## src/rtl/core/tzmp_pkg.sv

```systemverilog
// ----------------------------------------------------------------------------
// tzmp_pkg
// Shared widths, codes and types of the three-zone motion profile.
// ----------------------------------------------------------------------------
`timescale 1ns / 1ps
package tzmp_pkg;
   localparam int COORD_BITS = 24;
   localparam int FRAC_BITS  = 16;
   localparam int DIFF_BITS  = COORD_BITS + 1;
   localparam int SQ_BITS    = 2 * DIFF_BITS + 2;
   localparam int LEN_BITS   = DIFF_BITS + 1;
   localparam int PROD_BITS  = DIFF_BITS + FRAC_BITS;
   localparam int CSR_BITS   = COORD_BITS;
   localparam int CSR_IDX_BITS = 3;
   localparam int REACH_DIV  = 5;

   localparam logic [CSR_IDX_BITS-1:0] REG_TARGET_X = 3'd0;
   localparam logic [CSR_IDX_BITS-1:0] REG_TARGET_Y = 3'd1;
   localparam logic [CSR_IDX_BITS-1:0] REG_TARGET_Z = 3'd2;
   localparam logic [CSR_IDX_BITS-1:0] REG_ACCEL    = 3'd3;
   localparam logic [CSR_IDX_BITS-1:0] REG_RAMP     = 3'd4;
   localparam logic [CSR_IDX_BITS-1:0] REG_TOTAL    = 3'd5;

   localparam logic [1:0] CMD_COAST = 2'd0;
   localparam logic [1:0] CMD_HOLD  = 2'd1;
   localparam logic [1:0] CMD_VEL   = 2'd2;

   typedef enum logic [2:0] {
      ST_IDLE, ST_SQUARE, ST_ROOT, ST_DECIDE, ST_DIVIDE, ST_OUT
   } state_type;

   typedef struct packed {
      logic                 start;
      logic [PROD_BITS-1:0] dividend;
      logic [LEN_BITS-1:0]  divisor;
   } div_req_type;

   typedef struct packed {
      logic                 done;
      logic [PROD_BITS-1:0] quotient;
   } div_rsp_type;
endpackage

```

## src/rtl/core/tzmp_if.sv

```systemverilog
// ----------------------------------------------------------------------------
// tzmp_req_if / tzmp_rsp_if
// Valid/ready channels carrying positions in and commands out.
// ----------------------------------------------------------------------------
`timescale 1ns / 1ps
interface tzmp_req_if import tzmp_pkg::*; ();
   logic                         valid;
   logic                         ready;
   logic signed [COORD_BITS-1:0] pos_x;
   logic signed [COORD_BITS-1:0] pos_y;
   logic signed [COORD_BITS-1:0] pos_z;
   modport source (output valid, pos_x, pos_y, pos_z, input ready);
   modport sink   (input valid, pos_x, pos_y, pos_z, output ready);
endinterface

interface tzmp_rsp_if import tzmp_pkg::*; ();
   logic                         valid;
   logic                         ready;
   logic [1:0]                   command;
   logic signed [COORD_BITS-1:0] out_x;
   logic signed [COORD_BITS-1:0] out_y;
   logic signed [COORD_BITS-1:0] out_z;
   logic                         reached;
   modport source (output valid, command, out_x, out_y, out_z, reached, input ready);
   modport sink   (input valid, command, out_x, out_y, out_z, reached, output ready);
endinterface

```

## src/rtl/core/three_zone_motion_profile.sv

```systemverilog
// Sequence: after the input transfer the block squares and accumulates the axes, takes the
// root and decides; for a velocity command it then starts the divider per axis, runs its
// steps and takes its done. Hold, coast or a zero-length velocity command skips the divide.
// The block takes one position at a time; a stalled result holds off the next position.
// Reset (synchronous, active high) clears the configuration registers, the reached flag and the sequencer.
// ----------------------------------------------------------------------------
// three_zone_motion_profile
// Bang-coast-bang decision per control tick with serial root and divide.
// ----------------------------------------------------------------------------
`timescale 1ns / 1ps
module three_zone_motion_profile import tzmp_pkg::*; (
   input  logic                    clock,
   input  logic                    reset,
   input  logic                    csr_write,
   input  logic [CSR_IDX_BITS-1:0] csr_index,
   input  logic [CSR_BITS-1:0]     csr_data,
   tzmp_req_if.sink                req,
   tzmp_rsp_if.source              rsp
);
   localparam int ROOT_STEPS = LEN_BITS;
   localparam int RC_BITS    = $clog2(ROOT_STEPS + 1);

   // configuration registers
   logic signed [COORD_BITS-1:0] tgt_x_ff, tgt_y_ff, tgt_z_ff;
   logic [FRAC_BITS-1:0]         accel_ff;
   logic [COORD_BITS-2:0]        ramp_ff, total_ff;
   logic                         reached_ff, reached_in;

   state_type state_ff, state_in;

   // item working set
   logic signed [COORD_BITS-1:0] pos_ff [3];
   logic signed [DIFF_BITS-1:0]  diff_ff [3];
   logic [SQ_BITS-1:0]           sum_ff, sum_in;
   logic [1:0]                   axis_ff, axis_in;
   logic [LEN_BITS-1:0]          root_ff, root_in;
   logic [RC_BITS-1:0]           rcnt_ff, rcnt_in;
   logic                         brake_ff, brake_in;
   logic [1:0]                   cmd_ff, cmd_in;
   logic signed [COORD_BITS-1:0] res_ff [3];
   logic                         div_wait_ff, div_wait_in;
   logic                         load;

   // shared multiplier operands: squares in ST_SQUARE, root trial, scaling
   logic [DIFF_BITS-1:0] abs_d;
   logic [LEN_BITS-1:0]  trial_root;
   logic [SQ_BITS-1:0]   trial_sq;
   logic [LEN_BITS-1:0]  mul_a, mul_b;
   logic [SQ_BITS-1:0]   mul_p;
   div_req_type dreq;
   div_rsp_type drsp;
   logic signed [COORD_BITS+1:0] vel;
   logic signed [COORD_BITS-1:0] sat;
   logic [LEN_BITS+2:0] len5;

   tzmp_divider u_div (.clock(clock), .reset(reset), .req(dreq), .rsp(drsp));

   assign load = req.valid && req.ready;
   assign req.ready = (state_ff == ST_IDLE);
   assign rsp.valid = (state_ff == ST_OUT);

   always_comb begin
      abs_d = diff_ff[axis_ff][DIFF_BITS-1] ? DIFF_BITS'(-diff_ff[axis_ff])
                                             : DIFF_BITS'(diff_ff[axis_ff]);
      trial_root = root_ff | (LEN_BITS'(1) << rcnt_ff);
      // one multiplier: trial root squared, axis square, or offset times accel
      mul_a = (state_ff == ST_ROOT) ? trial_root : LEN_BITS'(abs_d);
      if (state_ff == ST_ROOT)
         mul_b = trial_root;
      else if (state_ff == ST_SQUARE)
         mul_b = LEN_BITS'(abs_d);
      else
         mul_b = LEN_BITS'(accel_ff);
      mul_p      = SQ_BITS'(mul_a) * SQ_BITS'(mul_b);
      trial_sq   = mul_p;
      len5       = (LEN_BITS+3)'(root_ff) * (LEN_BITS+3)'(REACH_DIV);
   end

   // next-state logic
   always_comb begin
      state_in = state_ff;
      unique case (state_ff)
         ST_IDLE:   if (load) state_in = ST_SQUARE;
         ST_SQUARE: if (axis_ff == 2'd2) state_in = ST_ROOT;
         ST_ROOT:   if (rcnt_ff == '0) state_in = ST_DECIDE;
         ST_DECIDE: state_in = (cmd_in == CMD_VEL && root_ff != '0) ? ST_DIVIDE : ST_OUT;
         ST_DIVIDE: if (drsp.done && axis_ff == 2'd2) state_in = ST_OUT;
         ST_OUT:    if (rsp.ready) state_in = ST_IDLE;
         default:   state_in = ST_IDLE;
      endcase
   end

   // datapath and control outputs
   always_comb begin
      sum_in      = sum_ff;
      axis_in     = axis_ff;
      root_in     = root_ff;
      rcnt_in     = rcnt_ff;
      brake_in    = brake_ff;
      cmd_in      = cmd_ff;
      reached_in  = reached_ff;
      div_wait_in = div_wait_ff;
      dreq.start    = 1'b0;
      dreq.dividend = PROD_BITS'(mul_p);
      dreq.divisor  = root_ff;
      vel = drsp.quotient > PROD_BITS'((1 << (COORD_BITS - 1)))
            ? (COORD_BITS+2)'(1 << (COORD_BITS - 1))
            : (COORD_BITS+2)'(drsp.quotient);
      if (diff_ff[axis_ff][DIFF_BITS-1] != brake_ff) vel = -vel;
      if (vel > (COORD_BITS+2)'((1 << (COORD_BITS - 1)) - 1))
         sat = COORD_BITS'((1 << (COORD_BITS - 1)) - 1);
      else
         sat = COORD_BITS'(vel);
      unique case (state_ff)
         ST_IDLE: begin
            sum_in  = '0;
            axis_in = 2'd0;
            root_in = '0;
            rcnt_in = RC_BITS'(ROOT_STEPS - 1);
         end
         ST_SQUARE: begin
            // accumulate one axis square per cycle
            sum_in  = sum_ff + mul_p;
            axis_in = (axis_ff == 2'd2) ? 2'd0 : axis_ff + 2'd1;
         end
         ST_ROOT: begin
            // one root bit per cycle, most significant first
            if (trial_sq <= sum_ff) root_in = trial_root;
            if (rcnt_ff != '0) rcnt_in = rcnt_ff - 1'b1;
         end
         ST_DECIDE: begin
            if (len5 < (LEN_BITS+3)'(ramp_ff)) begin
               cmd_in     = CMD_HOLD;
               reached_in = 1'b1;
            end else if (root_ff < LEN_BITS'(ramp_ff)) begin
               cmd_in   = CMD_VEL;
               brake_in = 1'b1;
            end else if ((LEN_BITS+1)'(root_ff) + (LEN_BITS+1)'(ramp_ff)
                         > (LEN_BITS+1)'(total_ff)) begin
               cmd_in   = CMD_VEL;
               brake_in = 1'b0;
            end else begin
               cmd_in = CMD_COAST;
            end
            axis_in     = 2'd0;
            div_wait_in = 1'b0;
         end
         ST_DIVIDE: begin
            if (!div_wait_ff) begin
               dreq.start  = 1'b1;
               div_wait_in = 1'b1;
            end else if (drsp.done) begin
               div_wait_in = 1'b0;
               axis_in     = axis_ff + 2'd1;
            end
         end
         ST_OUT: ;
         default: ;
      endcase
      if (csr_write && (csr_index == REG_TARGET_X || csr_index == REG_TARGET_Y ||
                        csr_index == REG_TARGET_Z))
         reached_in = 1'b0;
   end

   always_ff @(posedge clock) begin
      if (reset) begin
         state_ff    <= ST_IDLE;
         tgt_x_ff    <= '0;
         tgt_y_ff    <= '0;
         tgt_z_ff    <= '0;
         accel_ff    <= '0;
         ramp_ff     <= '0;
         total_ff    <= '0;
         reached_ff  <= 1'b0;
         div_wait_ff <= 1'b0;
      end else begin
         state_ff    <= state_in;
         reached_ff  <= reached_in;
         div_wait_ff <= div_wait_in;
         if (csr_write) begin
            unique case (csr_index)
               REG_TARGET_X: tgt_x_ff <= csr_data[COORD_BITS-1:0];
               REG_TARGET_Y: tgt_y_ff <= csr_data[COORD_BITS-1:0];
               REG_TARGET_Z: tgt_z_ff <= csr_data[COORD_BITS-1:0];
               REG_ACCEL:    accel_ff <= csr_data[FRAC_BITS-1:0];
               REG_RAMP:     ramp_ff  <= csr_data[COORD_BITS-2:0];
               REG_TOTAL:    total_ff <= csr_data[COORD_BITS-2:0];
               default: ;
            endcase
         end
      end
   end

   always_ff @(posedge clock) begin
      sum_ff   <= sum_in;
      axis_ff  <= axis_in;
      root_ff  <= root_in;
      rcnt_ff  <= rcnt_in;
      brake_ff <= brake_in;
      cmd_ff   <= cmd_in;
      if (load) begin
         // capture position and offset
         pos_ff[0]  <= req.pos_x;
         pos_ff[1]  <= req.pos_y;
         pos_ff[2]  <= req.pos_z;
         diff_ff[0] <= DIFF_BITS'(tgt_x_ff) - DIFF_BITS'(req.pos_x);
         diff_ff[1] <= DIFF_BITS'(tgt_y_ff) - DIFF_BITS'(req.pos_y);
         diff_ff[2] <= DIFF_BITS'(tgt_z_ff) - DIFF_BITS'(req.pos_z);
      end
      if (state_ff == ST_DECIDE) begin
         if (cmd_in == CMD_HOLD) begin
            res_ff[0] <= pos_ff[0];
            res_ff[1] <= pos_ff[1];
            res_ff[2] <= pos_ff[2];
         end else begin
            res_ff[0] <= '0;
            res_ff[1] <= '0;
            res_ff[2] <= '0;
         end
      end
      if (state_ff == ST_DIVIDE && div_wait_ff && drsp.done)
         res_ff[axis_ff] <= sat;
   end

   assign rsp.command = cmd_ff;
   assign rsp.out_x   = res_ff[0];
   assign rsp.out_y   = res_ff[1];
   assign rsp.out_z   = res_ff[2];
   assign rsp.reached = reached_ff;
endmodule

```

## src/rtl/core/tzmp_divider.sv

```systemverilog
// ----------------------------------------------------------------------------
// tzmp_divider
// Restoring divider, one quotient bit per cycle.
// ----------------------------------------------------------------------------
`timescale 1ns / 1ps
module tzmp_divider import tzmp_pkg::*; (
   input  logic        clock,
   input  logic        reset,
   input  div_req_type req,
   output div_rsp_type rsp
);
   localparam int CNT_BITS = $clog2(PROD_BITS + 1);

   logic [PROD_BITS-1:0] quo_ff, quo_in;
   logic [LEN_BITS-1:0]  rem_ff, rem_in;
   logic [LEN_BITS-1:0]  den_ff, den_in;
   logic [CNT_BITS-1:0]  cnt_ff, cnt_in;
   logic                 busy_ff, busy_in;
   logic                 done_ff, done_in;
   logic [LEN_BITS:0]    trial;

   always_comb begin
      quo_in  = quo_ff;
      rem_in  = rem_ff;
      den_in  = den_ff;
      cnt_in  = cnt_ff;
      busy_in = busy_ff;
      done_in = 1'b0;
      trial   = {rem_ff, quo_ff[PROD_BITS-1]};
      if (req.start) begin
         quo_in  = req.dividend;
         rem_in  = '0;
         den_in  = req.divisor;
         cnt_in  = CNT_BITS'(PROD_BITS);
         busy_in = 1'b1;
      end else if (busy_ff) begin
         // shift in one dividend bit, subtract when it fits
         if (trial >= {1'b0, den_ff}) begin
            rem_in = LEN_BITS'(trial - {1'b0, den_ff});
            quo_in = {quo_ff[PROD_BITS-2:0], 1'b1};
         end else begin
            rem_in = trial[LEN_BITS-1:0];
            quo_in = {quo_ff[PROD_BITS-2:0], 1'b0};
         end
         cnt_in = cnt_ff - 1'b1;
         if (cnt_ff == CNT_BITS'(1)) begin
            busy_in = 1'b0;
            done_in = 1'b1;
         end
      end
   end

   always_ff @(posedge clock) begin
      quo_ff <= quo_in;
      rem_ff <= rem_in;
      den_ff <= den_in;
      cnt_ff <= cnt_in;
      if (reset) begin
         busy_ff <= 1'b0;
         done_ff <= 1'b0;
      end else begin
         busy_ff <= busy_in;
         done_ff <= done_in;
      end
   end

   assign rsp.done     = done_ff;
   assign rsp.quotient = quo_ff;
endmodule

```

## src/flat_wrapper.sv

```systemverilog
// flat-port wrapper written by rule: the top's interface ports become plain ports
module three_zone_motion_profile_flat import tzmp_pkg::*;
  (clock, reset, csr_write, csr_index, csr_data, req_valid, req_pos_x, req_pos_y, req_pos_z, req_ready, rsp_valid, rsp_command, rsp_out_x, rsp_out_y, rsp_out_z, rsp_reached, rsp_ready);
  tzmp_req_if req_i ();
  tzmp_rsp_if rsp_i ();
  input  logic clock;
  input  logic reset;
  input  logic csr_write;
  input  logic [CSR_IDX_BITS-1:0] csr_index;
  input  logic [CSR_BITS-1:0] csr_data;
  input wire logic [$bits(req_i.valid)-1:0] req_valid;
  input wire logic [$bits(req_i.pos_x)-1:0] req_pos_x;
  input wire logic [$bits(req_i.pos_y)-1:0] req_pos_y;
  input wire logic [$bits(req_i.pos_z)-1:0] req_pos_z;
  output wire logic [$bits(req_i.ready)-1:0] req_ready;
  output wire logic [$bits(rsp_i.valid)-1:0] rsp_valid;
  output wire logic [$bits(rsp_i.command)-1:0] rsp_command;
  output wire logic [$bits(rsp_i.out_x)-1:0] rsp_out_x;
  output wire logic [$bits(rsp_i.out_y)-1:0] rsp_out_y;
  output wire logic [$bits(rsp_i.out_z)-1:0] rsp_out_z;
  output wire logic [$bits(rsp_i.reached)-1:0] rsp_reached;
  input wire logic [$bits(rsp_i.ready)-1:0] rsp_ready;
  assign req_i.valid = req_valid;
  assign req_i.pos_x = req_pos_x;
  assign req_i.pos_y = req_pos_y;
  assign req_i.pos_z = req_pos_z;
  assign req_ready = req_i.ready;
  assign rsp_valid = rsp_i.valid;
  assign rsp_command = rsp_i.command;
  assign rsp_out_x = rsp_i.out_x;
  assign rsp_out_y = rsp_i.out_y;
  assign rsp_out_z = rsp_i.out_z;
  assign rsp_reached = rsp_i.reached;
  assign rsp_i.ready = rsp_ready;
  three_zone_motion_profile u_core (.clock(clock), .reset(reset), .csr_write(csr_write), .csr_index(csr_index), .csr_data(csr_data), .req(req_i), .rsp(rsp_i));
endmodule
```

## config.mk

```make
export PLATFORM = sky130hd
export DESIGN_NAME = three_zone_motion_profile_flat
export DESIGN_NICKNAME = d
export VERILOG_FILES = /design/src/rtl/core/tzmp_pkg.sv /design/src/rtl/core/tzmp_if.sv /design/src/rtl/core/three_zone_motion_profile.sv /design/src/rtl/core/tzmp_divider.sv /design/src/flat_wrapper.sv
export SDC_FILE = /design/constraint.sdc
export NUM_CORES = 2
export LEC_CHECK = 0
export BUFFER_PORTS_ARGS = -buffer_cell sky130_fd_sc_hd__buf_2
export CAP_MARGIN = 20
export CORE_ASPECT_RATIO = 1.4
export CORE_MARGIN = 10
export CORE_UTILIZATION = 54
export DETAILED_ROUTE_END_ITERATION = 12
export PLACE_DENSITY = 0.71
export SYNTH_ARGS = -nofsm -noshare
export SYNTH_HDL_FRONTEND = slang
export SYNTH_SLANG_ARGS = --single-unit
```

## constraint.sdc

```tcl
create_clock -name clock -period 15.8 [get_ports clock]
set_input_delay 1.58 -clock clock [delete_from_list [all_inputs] [get_ports clock]]
set_output_delay 1.58 -clock clock [all_outputs]
set_load 0.01 [all_outputs]
```

==> results.sh <==
export IMPL_numCtsBuffers=55
export IMPL_whs_ns=0.453
export IMPL_grt_setup_unrepaired="false"
export IMPL_min_delay_start="u_core.total_ff[18]"
export IMPL_slew_violations=0
export IMPL_max_freq_mhz=73.4
export IMPL_rrSetupSlack_ns=2.18
export IMPL_drt_pre_antenna_iters=6
export IMPL_synth_seq_area_share_pct=25.9
export IMPL_synth_cells=6387
export IMPL_grt_overflow=0
export IMPL_synth_async_reset_ratio_pct=0
export IMPL_core_mm2=0.104
export IMPL_syn_avg_cell_area_um2=8.90
export IMPL_dp_hpwl_um=148000
export IMPL_ys_warn_count=0
export IMPL_syn_area_mm2=0.0568
export IMPL_io_pins=181
export IMPL_tns_ns=0
export IMPL_wl_per_cell_um=23.7
export IMPL_worstSetupEndpointType="flop"
export IMPL_first_iter_violations=3775
export IMPL_grt_pass1_wl_um=281000
export IMPL_grt_pass1_vias=47153
export IMPL_setup_viol=0
export IMPL_portBuffers=180
export IMPL_viasPerCell=5.89
export IMPL_clockBufferDepth=3
export IMPL_worstPathRequired_ns=16.07
export IMPL_dominantRegCellSynth="edfxtp_1"
export IMPL_min_period_ns=13.62
export IMPL_num_fill_cells=9257
export IMPL_r2r_end="u_core.root_ff[14]"
export IMPL_drcViolationCount=0
export IMPL_max_slew_margin_rel_pct=27.6
export IMPL_cpMaxStageDelayCell="a21o_1"
export IMPL_row_count=140
export IMPL_crit_path_max_incr_delay_ns=0.86
export IMPL_clkSlewWorstSetupHoldPaths_ns=0.06
export IMPL_grt_max_degree=86
export IMPL_hold_viol_final=0
export IMPL_vias=46220
export IMPL_multi_input_area_mm2=0.0375
export IMPL_drive_above_1_share_pct=7.53
export IMPL_cts_post_setup_buffers_inserted=0
export IMPL_worst_path_max_fanout=25
export IMPL_antenna_found_initial=2
export IMPL_cts_resized=0
export IMPL_cpMostUsedCell="fa_1"
export IMPL_period_share_pct=86.2
export IMPL_critPathLaunchType="flop"
export IMPL_synth_edf_count=372
export IMPL_postCtsHoldBufs=0
export IMPL_crit_type="reg -> reg"
export IMPL_min_path_type="reg -> reg"
export IMPL_die_area_mm2=0.119
export IMPL_syn2layout_area_growth_pct=7.14
export IMPL_synth_cell_types=111
export IMPL_clock_latency_ns=0.69
export IMPL_initial_utilization_pct=54.5
export IMPL_drv_cap=0
export IMPL_globalplace_congestion=1.02
export IMPL_grt_use_total_pct=31.2
export IMPL_die_width_um=294
export IMPL_cts_tree="done"
export IMPL_htreeDepth=2
export IMPL_seq_area_mm2=0.0147
export IMPL_fin_util_pct=58.4
export IMPL_outcome="complete, no violations"
export IMPL_finalWirelength_um=186000
export IMPL_fp_dieH_um=404
export IMPL_final_antenna_net_count=0
export IMPL_finalClockSkew_ns=0.0895
export IMPL_crit_end="u_core.root_ff[14]"
export IMPL_synth_fp_nets=7616
export IMPL_cp_data_arrival_time_ns=13.89
export IMPL_r2r_cells=43
export IMPL_cts_num_sinks=549
export IMPL_root_buffer="clkbuf_16"
export IMPL_final_nets=7680
export IMPL_worst_slew_pin_slew_ns=1.08
export IMPL_synth_seq_cells=549
## registers in the layout (all words and copies together) (netlist names), 2 cells and up, named ones only
| register | cells |
|---|---|
| u_core.total_ff | 23 |
| u_core.state_ff | 3 |
| u_core.tgt_x_ff | 24 |
| u_core.sum_ff | 52 |
| u_core.u_div.den_ff | 26 |
| u_core.rcnt_ff | 5 |
| u_core.pos_ff | 72 |
| u_core.root_ff | 26 |
| u_core.diff_ff | 75 |
| u_core.tgt_y_ff | 24 |
| u_core.tgt_z_ff | 24 |
| u_core.u_div.quo_ff | 41 |
| u_core.res_ff | 72 |
| u_core.ramp_ff | 23 |
| u_core.rsp.command | 2 |
| u_core.u_div.rem_ff | 26 |
| u_core.u_div.cnt_ff | 6 |
| u_core.accel_ff | 16 |
| u_core.axis_ff | 2 |
## cells in the mapped netlist, drive strengths merged (6+ instances only)
cell,n,area share (%)
inv,973,6.4
nand2,853,5.6
nor2,745,5.0
fa,581,20
ha,544,12
a21oi,453,4.1
edfxtp,372,20
o21ai,203,1.8
clkbuf,189,1.3
xnor2,179,2.8
dfxtp,177,6.2
a211oi,105,1.5
a21o,105,1.4
nor3,72,0.71
xor2,63,0.97
buf,62,0.65
nand2b,54,0.61
nor2b,51,0.56
nand3,48,0.43
o21bai,47,0.65
nand4,41,0.47
o21a,40,0.54
mux2i,38,0.72
and2,35,0.39
a31oi,32,0.36
or3,29,0.34
mux2,28,0.56
o31ai,28,0.37
nor4,23,0.30
o211ai,21,0.28
and3,17,0.19
or2,17,0.19
a2111oi,11,0.19
a21boi,10,0.13
a221oi,10,0.18
o41ai,10,0.19
o22ai,9,0.099
o221ai,8,0.12
a22o,7,0.11
nor3b,7,0.092
or4,7,0.10
a311oi,6,0.092
a41o,6,0.11
o31a,6,0.092
## per-layer routing
| layer | up-vias | routed length [um] | GRT usage (%) |
|---|---|---|---|
| li1 | 21060 | - | - |
| met1 | 22611 | 65100 | 34.6 |
| met2 | 1944 | 89700 | 53.1 |
| met3 | 603 | 12400 | 4.11 |
| met4 | 2 | 19000 | 25.9 |
| met5 | - | 11 | 0 |
## worst min-delay path by stage
| stage | endpoint | cells after the start |
|---|---|---|
| 2_1_floorplan | u_core.tgt_x_ff[0] | 2 |
| 3_3_place_gp | u_core.tgt_x_ff[0] | 2 |
| 3_5_place_dp | u_core.total_ff[12] | 2 |
| 4_1_cts | u_core.total_ff[12] | 2 |
| 5_1_grt | u_core.tgt_x_ff[2] | 2 |
| 6_report | u_core.total_ff[18] | 2 |
## cell type report
| cell class | instances | share of cell area [%] |
|---|---|---|
| clock buffer | 72 | 2.53 |
| antenna | 3 | 0.0123 |
| inverter | 974 | 6.01 |
| tap | 1349 | 2.77 |
| sequential | 549 | 24.2 |
| multi-input combinational | 4613 | 61.5 |
| clock inverter | 31 | 0.495 |
| timing repair buffer | 258 | 2.49 |
## layout by cell type (no fill, tap or decap), types with 105 or more instances in the layout
master      n
xnor2_1   179
o21ai_0   176
nor2_1    740
a21oi_1   442
edfxtp_1  372
ha_1      544
nand2_1   850
buf_2     179
inv_1     968
a21o_1    105
fa_1      581
dfxtp_1   175
## cell families after synthesis
group | Yosys count | share of synthesized area, %
simple gates | 2016 | 15.2
buf+inv | 1225 | 8.35
compound gates | 1163 | 13.0
fa+ha+maj | 1125 | 32.4
flops | 549 | 25.9
xor+xnor | 242 | 3.73
mux | 67 | 1.32
## stage by stage
step                worst slack (ns)  cell area [um^2]  instances
floorplan                       2.71             56800       6387
detailed placement              2.37             59000       7740
CTS                             2.24             60800       7843
global placement                2.63             59000       7739
global route                    1.54             60900       7846
finish                          2.18             60900       7849
## critical path, delay by kind of cell (launching register included)
family	cells	cell delay, ns
compound gates	12	3.40
fa+ha+maj	10	4.26
mux	2	0.63
simple gates	10	2.45
flops	1	0.73
xor+xnor	2	0.35
buf+inv	7	1.38
Power is not shown: default switching activity piles up to over one toggle a cycle in this logic, so the estimate is an artifact.
